<file path="config.mk">
export PLATFORM = sky130hd
export DESIGN_NAME = pwsr_cfg
export DESIGN_NICKNAME = d
export VERILOG_FILES = /design/src/rtl/pwsr_pkg.sv /design/src/rtl/pwsr_cfg.sv
export SDC_FILE = /design/constraint.sdc
export NUM_CORES = 1
export LEC_CHECK = 0
export ABC_AREA = 1
export BUFFER_PORTS_ARGS = -buffer_cell sky130_fd_sc_hd__buf_4
export CAP_MARGIN = 20
export CORE_MARGIN = 3
export CORE_UTILIZATION = 56
export CTS_BUF_LIST = sky130_fd_sc_hd__clkbuf_8
export CTS_CLUSTER_DIAMETER = 150
export CTS_CLUSTER_SIZE = 10
export DETAILED_ROUTE_END_ITERATION = 8
export MAX_ROUTING_LAYER = met4
export PLACE_DENSITY = 0.88
export SYNTH_ARGS = -nofsm -noshare
export SYNTH_HDL_FRONTEND = slang
export SYNTH_SLANG_ARGS = --single-unit
export TNS_END_PERCENT = 30
</file>
<file path="constraint.sdc">
create_clock -name clk -period 3.95 [get_ports clk]
set_clock_uncertainty 0.2 [all_clocks]
set_input_delay 0.5925 -clock clk [delete_from_list [all_inputs] [get_ports clk]]
set_output_delay 0.5925 -clock clk [all_outputs]
set_load 0.01 [all_outputs]
</file>
<file path="src/rtl/pwsr_pkg.sv">
// Shared types and constants of the wheel speed regulator.
package pwsr_pkg;

  // Field and register widths
  localparam int GAIN_W    = 20;
  localparam int LIMIT_W   = 10;
  localparam int IVL_W     = 16;
  localparam int DRIVE_W   = 11;
  localparam int SUM_W     = 40;
  localparam int DERIV_W   = 41;
  localparam int OP_W      = 48;
  localparam int CHUNK_W   = 16;
  localparam int PROD_W    = 38;
  localparam int ACC_W     = 80;
  localparam int FRAC_SH   = 16;
  localparam int FIN_W     = ACC_W - FRAC_SH;
  localparam int DRIVE_FRAC = 20;

  // Configuration port
  localparam int ADDR_W    = 5;
  localparam int DATA_W    = 32;
  localparam int OUT_DATA_W = 16;

  // Register indexes
  localparam logic [2:0] REG_PROP_GAIN   = 3'd0;
  localparam logic [2:0] REG_INTEG_GAIN  = 3'd1;
  localparam logic [2:0] REG_DERIV_GAIN  = 3'd2;
  localparam logic [2:0] REG_FF_GAIN     = 3'd3;
  localparam logic [2:0] REG_MIN_DRIVE   = 3'd4;
  localparam logic [2:0] REG_MAX_DRIVE   = 3'd5;

  localparam logic [LIMIT_W-1:0] MAX_DRIVE_RESET = 10'd255;

  // Terms of the drive sum, in the order they are accumulated
  localparam logic [1:0] TERM_P  = 2'd0;
  localparam logic [1:0] TERM_I  = 2'd1;
  localparam logic [1:0] TERM_D  = 2'd2;
  localparam logic [1:0] TERM_FF = 2'd3;

  localparam logic [1:0] CHUNK_LAST = 2'd2;

  // Saturation bounds
  localparam logic signed [63:0] SUM_MAX = 64'sd549755813887;
  localparam logic signed [63:0] SUM_MIN = -SUM_MAX - 64'sd1;
  localparam logic [SUM_W-1:0]   DERIV_MAG_MAX = '1;

  typedef struct packed {
    logic [GAIN_W-1:0]  prop_gain;
    logic [GAIN_W-1:0]  integ_gain;
    logic [GAIN_W-1:0]  deriv_gain;
    logic [GAIN_W-1:0]  ff_gain;
    logic [LIMIT_W-1:0] min_drive;
    logic [LIMIT_W-1:0] max_drive;
  } cfg_t;

  typedef struct packed {
    logic       load;
    logic       calc_err;
    logic       div_init;
    logic       calc_cand;
    logic       div_step;
    logic       deriv_sat;
    logic       mac_mul;
    logic       mac_add;
    logic [1:0] term;
    logic [1:0] chunk;
    logic       fin_offset;
    logic       fin_store;
    logic       small_store;
  } cmd_t;

  typedef struct packed {
    logic near_zero;
    logic out_free;
  } sts_t;

endpackage

</file>
<file path="src/rtl/pwsr_cfg.sv">
// Register bank of the wheel speed regulator behind its APB-style port.
module pwsr_cfg
  import pwsr_pkg::*;
(
  input  logic              clk,
  input  logic              rst,
  input  logic              psel,
  input  logic              penable,
  input  logic              pwrite,
  input  logic [ADDR_W-1:0] paddr,
  input  logic [DATA_W-1:0] pwdata,
  output logic [DATA_W-1:0] prdata,
  output logic              pready,
  output cfg_t              cfg
);

  logic       wr_en;
  logic [2:0] reg_idx;

  assign pready  = 1'b1;
  assign wr_en   = psel & penable & pwrite;
  assign reg_idx = paddr[ADDR_W-1:2];

  always_ff @(posedge clk) begin
    if (rst) begin
      cfg.prop_gain  <= '0;
      cfg.integ_gain <= '0;
      cfg.deriv_gain <= '0;
      cfg.ff_gain    <= '0;
      cfg.min_drive  <= '0;
      cfg.max_drive  <= MAX_DRIVE_RESET;
    end else if (wr_en) begin
      case (reg_idx)
        REG_PROP_GAIN:  cfg.prop_gain  <= pwdata[GAIN_W-1:0];
        REG_INTEG_GAIN: cfg.integ_gain <= pwdata[GAIN_W-1:0];
        REG_DERIV_GAIN: cfg.deriv_gain <= pwdata[GAIN_W-1:0];
        REG_FF_GAIN:    cfg.ff_gain    <= pwdata[GAIN_W-1:0];
        REG_MIN_DRIVE:  cfg.min_drive  <= pwdata[LIMIT_W-1:0];
        REG_MAX_DRIVE:  cfg.max_drive  <= pwdata[LIMIT_W-1:0];
        default: ;
      endcase
    end
  end

  always_comb begin
    case (reg_idx)
      REG_PROP_GAIN:  prdata = DATA_W'(cfg.prop_gain);
      REG_INTEG_GAIN: prdata = DATA_W'(cfg.integ_gain);
      REG_DERIV_GAIN: prdata = DATA_W'(cfg.deriv_gain);
      REG_FF_GAIN:    prdata = DATA_W'(cfg.ff_gain);
      REG_MIN_DRIVE:  prdata = DATA_W'(cfg.min_drive);
      REG_MAX_DRIVE:  prdata = DATA_W'(cfg.max_drive);
      default:        prdata = '0;
    endcase
  end

endmodule

</file>
=== After elaboration in Yosys (flattened, before gate mapping) ===
Cells that the tools add are included.

* Add/sub/neg operators: 0
* $mul: 0
* Divide/modulo/power cells: 0
* Magnitude comparators: 0
* Eq/ne operators: 5
* Shift-type cells: 0
* Multiplexer cells: 1
* Bitwise operators: 2
* Reduce and logical (&&, ||, !) cells: 7

{| class="wikitable"
|+ Operator list
! cell !! count
|-
| $pmux 20 s6 || 1
|-
| $reduce_and 2->1 || 6
|-
| $eq 3x2->1 const B || 2
|-
| $eq 3x3->1 const B || 2
|-
| $eq 3x1->1 const B || 1
|-
| $logic_not 3->1 || 1
|-
| $and 1x1->1 || 2
|}

* Flip-flop bits (word level): 100
* Bits in latches: 0
* Memory bits (writable): 0
* Memory bits (read-only): 0
* Input port bits: 42
* Memories: 0

=== Longest topological paths before layout ===
* Word-level depth: 3
* Mapped depth: 10

=== Least setup slack after synthesis ===
Ideal clock, no wire load.

* Path kind: input-to-output
* Start point: input paddr[2]
* End point: output prdata[10]
* Arrival: 1417 ps
* Data required time: 3157 ps
* Setup slack: 1741 ps
* Stages on the path: 9
* Buffers on the path: 2
* Cells stage by stage: buf_4 inv_2 nand2_1 nor2_1 buf_2 nand2_1 nand2_1 inv_1 nand2_1

* Word-level cells in the longest chain between the ends: 2
* Elaborated cells on any way between the ends: 7
* Those cells by class: 5 x eq/ne; 1 x mux; 1 x reduce/logical

{| class="wikitable"
|+ Ends and longest elaborated chain
! item !! line !! source
|-
| start: declaration || pwsr_cfg.sv:10 || <nowiki>input logic [ADDR_W-1:0] paddr,</nowiki>
|-
| $eq 3x3->1, or another cell as far along || pwsr_cfg.sv:46 || <nowiki>case (reg_idx)</nowiki>
|-
| $pmux 20 s6 (*) || pwsr_cfg.sv:46 ||
|-
| end: declaration || pwsr_cfg.sv:12 || <nowiki>output logic [DATA_W-1:0] prdata,</nowiki>
|}

Mark *: on every way between the ends. The rest lies on a longest branch, timed or not.

=== Final worst setup path ===
* Start point: input paddr[4]
* End point: output prdata[14]

Same word-level chain as after synthesis.

==> impl_metrics.yaml <==
cts:
  post-cts-setup-buffers: 0
  clockRootBuffer: "clkbuf_8"
  cts_buffers: 9
  clk-insertion-delay-late_ns: 0.37
  ctsHtreeMaxLevel: 3
  cts_hold_repair.buffers: 0
  cts_tree: "built"
  clk_pin_slew_ns: 0.10
  cts_buffer_depth: 2
  cts_sinks: 100
  post_cts_resized: 0
drt:
  first_pass_iters: 8
  drc: 0
  vias_per_cell: 5.313
  vias: 5425
  drt_iter0_markers: 528
  wl_per_cell_um: 14.84
  ant_nets: 0
  routed_wl_mm: 15.15
hold_path:
  hold_path.class: "in2reg"
yosys:
  async_flop_share_pct: 0
  synthSimpleGateAreaFrac_pct: 46.10
  yosysWarnings: 0
  synth_area_leaders: "dfxtp_1 39%, nor2_1 16%, nand2_1 15%, nand3_1 9.8%, inv_1 3.7%"
  syn_avg_cell_area_um2: 6.375
  synth_top_area_share_pct: 39.25
  syn_area_um2: 5100
  synth-adder-area-share_pct: 0
  synth_cell_type_count: 21
  seq_area_frac_synth_pct: 39.25
  synthTopCellsByCount: "212 x nor2_1, 208 x nand2_1, 100 x dfxtp_1, 100 x nand3_1, 50 x inv_1"
  yosysTopAreaCell: "dfxtp_1"
  yosysMostFrequentCell: "nor2_1"
  synth_compound_area_share_pct: 2.355
  synth_xor_area_share_pct: 0
  ys.flop_type: "dfxtp_1"
  synth_mux_area_share_pct: 0
  synthCells: 800
  ys_ff_latch: 100
  synth_top_family_by_area: "simple AND/OR/NAND/NOR gates"
  synth_edf_count: 0
placement:
  place_ws_ns: 1.088
  hpwl_mm: 10.41
  gp_congestion: 0.9478
  io_buffers: 147
cells_and_area:
  top_regs: "cfg x100"
  fin_nets: 950
  antenna_cells: 0
  largest_reg_flops: 100
  drive_gt1_share_pct: 20.37
  syn2layout_area_growth_pct: 21.39
  nFillCells: 793
  top_register: "cfg"
global_routing:
  overflow: 0
  grt_max_degree: 101
  grt_pass1_vias: 4646
  antenna_found_initial: 0
  grt_first_pass_wirelength_mm: 23.34
  grt_util_all_layers_pct: 29.59
power:
  ir_drop_uv: 221.9
  p_per_area_nw_per_um2: 303.7
  power.leakage_nw: 2.983
floorplan:
  ios: 175
  initial_utilization_pct: 58.20
  dieWidth_um: 101.4
  placementRows: 34
  die_h_um: 101.4
  die_area_um2: 10290
  coreArea_um2: 8763
setup_path:
  cpPeakStageDelay_ns: 0.36
  cp.required_ns: 3.16
  worst_ep_arrival_time_ns: 2.11
  worstPathCellList: "buf_4 > inv_4 > nand2_1 > nor2_2 > buf_4 > a21oi_1 > nand2_1 > buf_4"
  worstSetupPathType: "in2out"
  cp_max_fo: 40
  endpoint_kind: "primary output"
  start_kind: "primary input"
  crit_top_cell: "buf_4"
  critPathTopFamily: "buffers and inverters"
  cpMaxStageDelayCell: "a21oi_1"
  crit_buf_inv: 4
sta:
  min_period_over_period_pct: 73.38
  slew_headroom_pct: 32.20
  fin_setup_tns_ns: 0
  timing.hold.ws_ns: 0.2418
  finalWorstPathRequiredPeriod_ns: 2.899
  fmax_mhz: 345.0
  maxSlewViolCount: 0
  layout_setup_ws_ns: 1.051
  timing.final.hold_violations: 0
  setup_viol: 0
  rsz0062_at_grt: "no"
  worst_slew_pin_slew_ns: 1.017
job:
  max_cap_violations: 0
run_status:
  status: "finished, final reports clean"
## layout make-up
cell class | count | area [µm²] | area share (%)
Clock buffer | 9 | 123.9 | 2.001
Sequential cell | 100 | 2002 | 32.34
Multi-Input combinational cell | 590 | 2520 | 40.70
Inverter | 55 | 211.5 | 3.416
Clock inverter | 7 | 57.56 | 0.9297
Tap cell | 108 | 135.1 | 2.183
Timing Repair Buffer | 152 | 1141 | 18.43
## path summary, 6_finish.rpt
kind,slack (ns),startpoint,to,cells past startpoint
worst max-delay path,1.05,paddr[4],prdata[14],8
worst min-delay path,0.24,pwdata[3],cfg[3]$_SDFFE_PP1P_,3
worst max register to register,3.04,cfg[65]$_SDFFE_PP0P_,cfg[65]$_SDFFE_PP0P_,2
worst min register to register,0.31,cfg[0]$_SDFFE_PP1P_,cfg[0]$_SDFFE_PP1P_,2
## cells in the final DEF (no fill, tap or decap)
| cell | instances |
|---|---|
| buf_4 | 152 |
| nand2_1 | 208 |
| nor2_4 | 3 |
| nor2_8 | 1 |
| inv_6 | 2 |
| nand3_4 | 3 |
| inv_4 | 2 |
| conb_1 | 13 |
| inv_1 | 50 |
| clkinv_4 | 1 |
| nand3_1 | 100 |
| dfxtp_1 | 100 |
| inv_2 | 3 |
| clkbuf_8 | 9 |
| nand2_4 | 1 |
| clkinvlp_4 | 2 |
| clkinv_2 | 1 |
| nand4_1 | 20 |
| nor2_2 | 5 |
| a21oi_1 | 16 |
| inv_8 | 1 |
| o21ai_0 | 8 |
| nor2_1 | 212 |
## tightest hold or removal path, stage by stage
cell and delay (ns):
buf_4 0.08, nand2_1 0.04, nand3_1 0.06
## layer usage
layer / vias to the layer above / wire length [µm] / track usage, % / share of wire [%]
met5: - / 0 / - / 0
met4: 0 / 394 / 9.509 / 2.6
met1: 2441 / 6398 / 41.49 / 42
met2: 277 / 6863 / 42.91 / 45
met3: 37 / 1497 / 5.647 / 9.9
li1: 2670 / - / - / -
## metrics by stage
stage	std cells	cell area [µm²]	utilization [%]	power [W]
floorplan	811	5141	-	0.001208
global placement	1005	6010	68.58	0.001274
detailed placement	1005	6010	68.58	0.001277
CTS	1021	6191	70.65	0.001878
global route	1021	6191	70.65	0.001940
finish	1021	6191	70.65	0.001880
## cells by family (layout without fill, tap and decap cells)
group	count (synthesis)	after routing
and+or+nand+nor	553	553
other	2	13
DFF	100	100
AOI/OAI and AO/OA	24	24
buffers and inverters	121	223
## report_power, final
group | internal (W) | total, W | switching [W]
clock | 0.000238 | 0.000622 | 0.000384
sequential | 0.00102 | 0.00103 | 0.0000113
combinational | 0.0000743 | 0.000226 | 0.000152
total | 0.00133 | 0.00188 | 0.000547
(Power assumes the default switching activity.)
