**config.mk**
```make
export PLATFORM = sky130hd
export DESIGN_NAME = pwsr_ctrl
export DESIGN_NICKNAME = d
export VERILOG_FILES = /design/src/rtl/pwsr_pkg.sv /design/src/rtl/pwsr_ctrl.sv
export SDC_FILE = /design/constraint.sdc
export NUM_CORES = 1
export LEC_CHECK = 0
export BUFFER_PORTS_ARGS = -buffer_cell sky130_fd_sc_hd__buf_2
export CAP_MARGIN = 30
export CORE_ASPECT_RATIO = 1.2
export CORE_MARGIN = 3
export CORE_UTILIZATION = 46
export DETAILED_ROUTE_END_ITERATION = 12
export PLACE_DENSITY = 0.77
export SYNTH_ARGS = -nofsm -noshare
export SYNTH_HDL_FRONTEND = slang
export SYNTH_SLANG_ARGS = --single-unit
```
**constraint.sdc**
```tcl
create_clock -name clk -period 1.4 [get_ports clk]
set_clock_uncertainty 0.1 [all_clocks]
set_input_delay 0.28 -clock clk [delete_from_list [all_inputs] [get_ports clk]]
set_output_delay 0.28 -clock clk [all_outputs]
set_load 0.1 [all_outputs]
```
**src/rtl/pwsr_pkg.sv**
```systemverilog
// Shared types and constants of the wheel speed regulator.
package pwsr_pkg;

  // Field and register widths
  localparam int GAIN_W    = 20;
  localparam int LIMIT_W   = 10;
  localparam int IVL_W     = 16;
  localparam int DRIVE_W   = 11;
  localparam int SUM_W     = 40;
  localparam int DERIV_W   = 41;
  localparam int OP_W      = 48;
  localparam int CHUNK_W   = 16;
  localparam int PROD_W    = 38;
  localparam int ACC_W     = 80;
  localparam int FRAC_SH   = 16;
  localparam int FIN_W     = ACC_W - FRAC_SH;
  localparam int DRIVE_FRAC = 20;

  // Configuration port
  localparam int ADDR_W    = 5;
  localparam int DATA_W    = 32;
  localparam int OUT_DATA_W = 16;

  // Register indexes
  localparam logic [2:0] REG_PROP_GAIN   = 3'd0;
  localparam logic [2:0] REG_INTEG_GAIN  = 3'd1;
  localparam logic [2:0] REG_DERIV_GAIN  = 3'd2;
  localparam logic [2:0] REG_FF_GAIN     = 3'd3;
  localparam logic [2:0] REG_MIN_DRIVE   = 3'd4;
  localparam logic [2:0] REG_MAX_DRIVE   = 3'd5;

  localparam logic [LIMIT_W-1:0] MAX_DRIVE_RESET = 10'd255;

  // Terms of the drive sum, in the order they are accumulated
  localparam logic [1:0] TERM_P  = 2'd0;
  localparam logic [1:0] TERM_I  = 2'd1;
  localparam logic [1:0] TERM_D  = 2'd2;
  localparam logic [1:0] TERM_FF = 2'd3;

  localparam logic [1:0] CHUNK_LAST = 2'd2;

  // Saturation bounds
  localparam logic signed [63:0] SUM_MAX = 64'sd549755813887;
  localparam logic signed [63:0] SUM_MIN = -SUM_MAX - 64'sd1;
  localparam logic [SUM_W-1:0]   DERIV_MAG_MAX = '1;

  typedef struct packed {
    logic [GAIN_W-1:0]  prop_gain;
    logic [GAIN_W-1:0]  integ_gain;
    logic [GAIN_W-1:0]  deriv_gain;
    logic [GAIN_W-1:0]  ff_gain;
    logic [LIMIT_W-1:0] min_drive;
    logic [LIMIT_W-1:0] max_drive;
  } cfg_t;

  typedef struct packed {
    logic       load;
    logic       calc_err;
    logic       div_init;
    logic       calc_cand;
    logic       div_step;
    logic       deriv_sat;
    logic       mac_mul;
    logic       mac_add;
    logic [1:0] term;
    logic [1:0] chunk;
    logic       fin_offset;
    logic       fin_store;
    logic       small_store;
  } cmd_t;

  typedef struct packed {
    logic near_zero;
    logic out_free;
  } sts_t;

endpackage

```
**src/rtl/pwsr_ctrl.sv**
```systemverilog
// Sequencer of the wheel speed regulator: steps the datapath through one request.
module pwsr_ctrl
  import pwsr_pkg::*;
#(
  parameter int SPEED_WIDTH = 16
)
(
  input  logic clk,
  input  logic rst,
  input  logic s_tvalid,
  output logic s_tready,
  input  sts_t sts,
  output cmd_t cmd
);

  localparam int DIV_W = SPEED_WIDTH + 18;
  localparam int CNT_W = $clog2(DIV_W);

  localparam logic [3:0] ST_IDLE  = 4'd0;
  localparam logic [3:0] ST_ERR   = 4'd1;
  localparam logic [3:0] ST_SMALL = 4'd2;
  localparam logic [3:0] ST_DINIT = 4'd3;
  localparam logic [3:0] ST_CAND  = 4'd4;
  localparam logic [3:0] ST_DIV   = 4'd5;
  localparam logic [3:0] ST_DSAT  = 4'd6;
  localparam logic [3:0] ST_MUL   = 4'd7;
  localparam logic [3:0] ST_ADD   = 4'd8;
  localparam logic [3:0] ST_FIN1  = 4'd9;
  localparam logic [3:0] ST_FIN2  = 4'd10;

  logic [3:0]       state, state_next;
  logic [CNT_W-1:0] div_cnt, div_cnt_next;
  logic [1:0]       term, term_next;
  logic [1:0]       chunk, chunk_next;

  always_ff @(posedge clk) begin
    if (rst) begin
      state   <= ST_IDLE;
      div_cnt <= '0;
      term    <= TERM_P;
      chunk   <= '0;
    end else begin
      state   <= state_next;
      div_cnt <= div_cnt_next;
      term    <= term_next;
      chunk   <= chunk_next;
    end
  end

  assign s_tready = (state == ST_IDLE);

  always_comb begin
    state_next   = state;
    div_cnt_next = div_cnt;
    term_next    = term;
    chunk_next   = chunk;
    cmd          = '0;
    cmd.term     = term;
    cmd.chunk    = chunk;
    case (state)
      ST_IDLE: begin
        if (s_tvalid) begin
          cmd.load   = 1'b1;
          state_next = ST_ERR;
        end
      end
      ST_ERR: begin
        cmd.calc_err = 1'b1;
        state_next   = sts.near_zero ? ST_SMALL : ST_DINIT;
      end
      ST_SMALL: begin
        if (sts.out_free) begin
          cmd.small_store = 1'b1;
          state_next      = ST_IDLE;
        end
      end
      ST_DINIT: begin
        cmd.div_init = 1'b1;
        state_next   = ST_CAND;
      end
      ST_CAND: begin
        cmd.calc_cand = 1'b1;
        div_cnt_next  = '0;
        state_next    = ST_DIV;
      end
      ST_DIV: begin
        cmd.div_step = 1'b1;
        div_cnt_next = div_cnt + CNT_W'(1);
        if (div_cnt == CNT_W'(DIV_W - 1)) begin
          state_next = ST_DSAT;
        end
      end
      ST_DSAT: begin
        cmd.deriv_sat = 1'b1;
        term_next     = TERM_P;
        chunk_next    = '0;
        state_next    = ST_MUL;
      end
      ST_MUL: begin
        cmd.mac_mul = 1'b1;
        state_next  = ST_ADD;
      end
      ST_ADD: begin
        cmd.mac_add = 1'b1;
        state_next  = ST_MUL;
        if (chunk == CHUNK_LAST) begin
          chunk_next = '0;
          term_next  = term + 2'd1;
          if (term == TERM_FF) begin
            state_next = ST_FIN1;
          end
        end else begin
          chunk_next = chunk + 2'd1;
        end
      end
      ST_FIN1: begin
        cmd.fin_offset = 1'b1;
        state_next     = ST_FIN2;
      end
      ST_FIN2: begin
        if (sts.out_free) begin
          cmd.fin_store = 1'b1;
          state_next    = ST_IDLE;
        end
      end
      default: begin
        state_next = ST_IDLE;
      end
    endcase
  end

endmodule

```
==> metrics.txt, run 1 <==
status=did not finish; failing step=5_1_grt; tool error=[ERROR DPL-0038] Utilization greater than 100%, impossible to legalize; number of synthesized flops with an enable pin=0; CTS Hold Bufs=0; mean area per synthesized cell=8.30 um2; Starting Density=51.6%; async set-reset flop share out of synthesis=0%; total CTS buffers=3; area share of fa/ha/maj cells after synthesis=4.23%; # IOs=21; die height=54.1 um; mux cell area share after synthesis=1.13%; # rows=16; Root Buffer Master=clkbuf_4; Clock Path Buffers=2; Post-synth top flop=dfxtp_1; synthesized instance count=107; syn nets=115; synthesized flop and latch total=14; Yosys top cell by area=dfxtp_1; most common cell in the netlist=dfxtp_1; simple-gate share of the synthesized area=40.3%; XOR/XNOR Fraction of Synth Area=4.93%; Netlist Area Pre-Place=888 um2; top cells by count, synth=dfxtp_1 (14), nor2_1 (12), nand2_1 (10); synth warn=0; Synth top area share=31.5%; synth top area cells=dfxtp_1 (32%), nor2_1 (5.1%), ha_1 (4.2%), nand2_1 (4.2%), nor3b_1 (4.2%); clk sinks=14; input/output buffers=20; WEP type=primary output; Final GP Congestion=0.827; DP HPWL=2160 um; compound-gate portion of the synthesized area=12.7%; Chip Width=46.1 um; Netlist cell types=42; GRT worst endpoint=cmd[14]; dpl ws=-336 ps; largest family of logic cells by synthesized area=simple AND/OR/NAND/NOR gates; sequential fraction of the synthesis area=31.5%; largest net degree at the start of global routing=13; H-tree depth=1
## timing repair
item	CTS
endpoints found under the setup margin	22
pin swaps	11
buffers inserted	9
resized for setup	26
## cell families after synthesis
family                   count (synthesis)
AND/OR/NAND/NOR                         57
XOR/XNOR                                 5
multiplexers                             1
AO/OA/AOI/OAI                           17
buffers and inverters                   10
adder cells (fa/ha/maj)                  3
flip-flops                              14
## through the flow
stage	cell area (um2)	setup TNS, ps	hold slack (ps)	instances	util, %
detailed placement	1480	-2210	391	159	86.1
floorplan	1010	-10940	357	107	-
global placement	1480	-823	369	159	86.1
CTS	1690	-5450	213	172	98.3
==> run 2, diff against run 1 <==
CORE_AREA = 3 3 64 66   (was default)
CORE_ASPECT_RATIO = default   (was 1.2)
CORE_MARGIN = default   (was 3)
CORE_UTILIZATION = default   (was 46)
DIE_AREA = 0 0 67 69   (was default)
PLACE_DENSITY = default   (was 0.77)
PLACE_DENSITY_LB_ADDON = 0.15   (was default)
clock period = 1.8 ns   (was 1.4 ns; I/O delays follow)
==> run 2 against run 1 <==
Effect of this change: the flow now finishes, with violations (negative setup slack); area after synthesis unchanged; synthesized cell count did not move.
==> metrics.txt, run 2 <==
number of flip-flops in the largest register=6; syn nets=115 (unchanged); Post-synth top flop=dfxtp_1 (unchanged); routed wire length=2250 um; area share of fa/ha/maj cells after synthesis=4.23% (unchanged); Worst Path Arrival=1430 ps; failing checks=negative setup slack; largest net degree at the start of global routing=13; mean area per synthesized cell=8.30 um2 (unchanged); core area=3630 um2; P_leak=0.623 nW; biggest regs=div_cnt x6, state x4; total CTS buffers=3 (unchanged); GRT overflow=0; nets=152; DR WL/cell=11.8 um; worst-path fanout max=6; dpl ws=124 ps (was -336 ps); crit-path max cell delay=400 ps; XOR/XNOR Fraction of Synth Area=4.93% (unchanged); crit path kind=flop to output port; synth top area cells=dfxtp_1 (32%), nor2_1 (5.1%), ha_1 (4.2%), nand2_1 (4.2%), nor3b_1 (4.2%) (unchanged); drt pass-1 iters=4; Chip Width=67 um (was 46.1 um); CTS tree=built; most common cell in the netlist=dfxtp_1 (unchanged); most common cell after layout, fill and taps aside=buf_12; die height=69 um (was 54.1 um); Layout fillers=363; # IOs=21 (unchanged); Clock Latency Late Sink=240 ps; delay-heaviest family, CP=simple AND/OR/NAND/NOR gates; DP HPWL=1640 um (was 2160 um); DRC=0; synth-to-layout area growth=75.9%; worst path required time=1340 ps; Routed Antenna Nets=0; WP buf/inv=2; hold slack=337 ps; RSZ-0062 raised after global routing=true; largest family of logic cells by synthesized area=simple AND/OR/NAND/NOR gates (unchanged); vias in the first global route=847; Synth top area share=31.5% (unchanged); synthesized instance count=107 (unchanged); Top reg by flops=div_cnt; pwr/cell area=985 nW/um2; Root Buffer Master=clkbuf_8 (was clkbuf_4); Netlist cell types=42 (unchanged); total track usage=10.7%; critical-path cell list=buf_12 -> or3b_4 -> nor2_4 -> buf_12; final setup fails=9; number of antenna violations at the first check in global routing=0; first-pass GRT wire length=3890 um; commonest cells after routing, fill and taps aside=buf_12 (13), buf_4 (12), nand2_1 (10), nor2_1 (10), buf_2 (8); # rows=22 (was 16); Peak Freq=0.530 GHz; top cells by count, synth=dfxtp_1 (14), nor2_1 (12), nand2_1 (10) (unchanged); Final min period=1890 ps; final hold violations=0; mux cell area share after synthesis=1.13% (unchanged); # diodes=0; slowest cell on the critical path=or3b_4; Final GP Congestion=0.705 (was 0.827); DR vias/cell=4.49; synthesized flop and latch total=14 (unchanged); number of synthesized flops with an enable pin=0 (unchanged); H-tree depth=1 (unchanged); Worst-Margin Slew=485 ps; die area=4620 um2; synth warn=0 (unchanged); Slew HR=67.9%; async set-reset flop share out of synthesis=0% (unchanged); Yosys top cell by area=dfxtp_1 (unchanged); CP dominant cell by count=buf_12; period utilization=105%; Netlist Area Pre-Place=888 um2 (unchanged); Vias=857; sequential fraction of the synthesis area=31.5% (unchanged); Starting Density=24.4% (was 51.6%); CTS Hold Bufs=0 (unchanged); Clock Path Buffers=2 (unchanged); Final Max Tran Viols=0; crit path launch type=flop; maximum vdd drop=0.515 mV; fraction of final layout cells sized beyond drive strength 1=49.0%; Iter 0 DRT Violations=15; Final WS setup=-85.5 ps; clock slew at reported path FFs=60 ps; input/output buffers=20 (unchanged); Max Cap Viol=0; compound-gate portion of the synthesized area=12.7% (unchanged); status=complete, but fails checks (was did not finish); simple-gate share of the synthesized area=40.3% (unchanged); CP Capture Type=output port; Hold WC Path Type=input port to flop; clk sinks=14 (unchanged)
run 2: metrics by stage:
step	power [mW]	setup TNS (ps)	utilization (%)	cell area (um2)	cells
2_1_floorplan	0.866	-5080	-	995	107
3_3_place_gp	1.10	0	37.6	1370	178
3_5_place_dp	1.11	0	37.6	1370	178
4_1_cts	1.50	-309	41.4	1510	186
5_1_grt	1.62	-852	43.0	1560	191
6_report	1.54	-293	43.0	1560	191
run 2: worst paths after layout:
check / startpoint / to / slack, ps / cells after the start
worst min-delay path: rst / state[0] / 340 / 2
worst min register to register: term[0] / term[0] / 360 / 1
worst max-delay path: state[0] / cmd[1] / -90 / 4
worst max register to register: state[0] / term[0] / 230 / 7
run 2: kinds of logic (layout without fill, tap and decap cells):
logic type / Yosys count / in the layout
compound gates: 17 / 17
xor+xnor: 5 / 5
fa+ha+maj: 3 / 3
buf+inv: 10 / 46
flops: 14 / 14
mux: 1 / 1
simple gates: 57 / 57
run 2: area by class of cell:
class | instances | area [um2] | share of cell area, %
timing repair buffer | 40 | 490 | 31.4
multi-input combinational | 83 | 656 | 42.0
clock buffer | 4 | 55.1 | 3.52
tap | 48 | 60.1 | 3.84
inverter | 2 | 7.51 | 0.480
sequential | 14 | 294 | 18.8
run 2: per-layer routing:
layer	wire (um)	share of wire, %	track usage, %
met4	14	0.62	2.03
met2	1140	51	17.5
met3	65	2.9	3.58
met5	0	0	0
met1	1030	46	13.5
run 2: report_power, final:
part | switching, mW | total (mW) | leakage [nW] | internal (mW)
combinational | 0.470 | 0.861 | 0.477 | 0.391
clock | 0.119 | 0.313 | 0.0288 | 0.194
sequential | 0.0316 | 0.365 | 0.117 | 0.333
total | 0.621 | 1.54 | 0.623 | 0.918
run 2: repair_timing:
| item | in CTS | in global routing |
|---|---|---|
| endpoints found under the setup margin | 12 | 12 |
| setup buffers | 3 | 5 |
| pin swaps | 6 | 5 |
| hold endpoints to repair | 0 | 0 |
| cloned | 1 | 0 |
| resized for setup | 11 | 4 |
No activity file was read; power rests on OpenSTA's default activity.
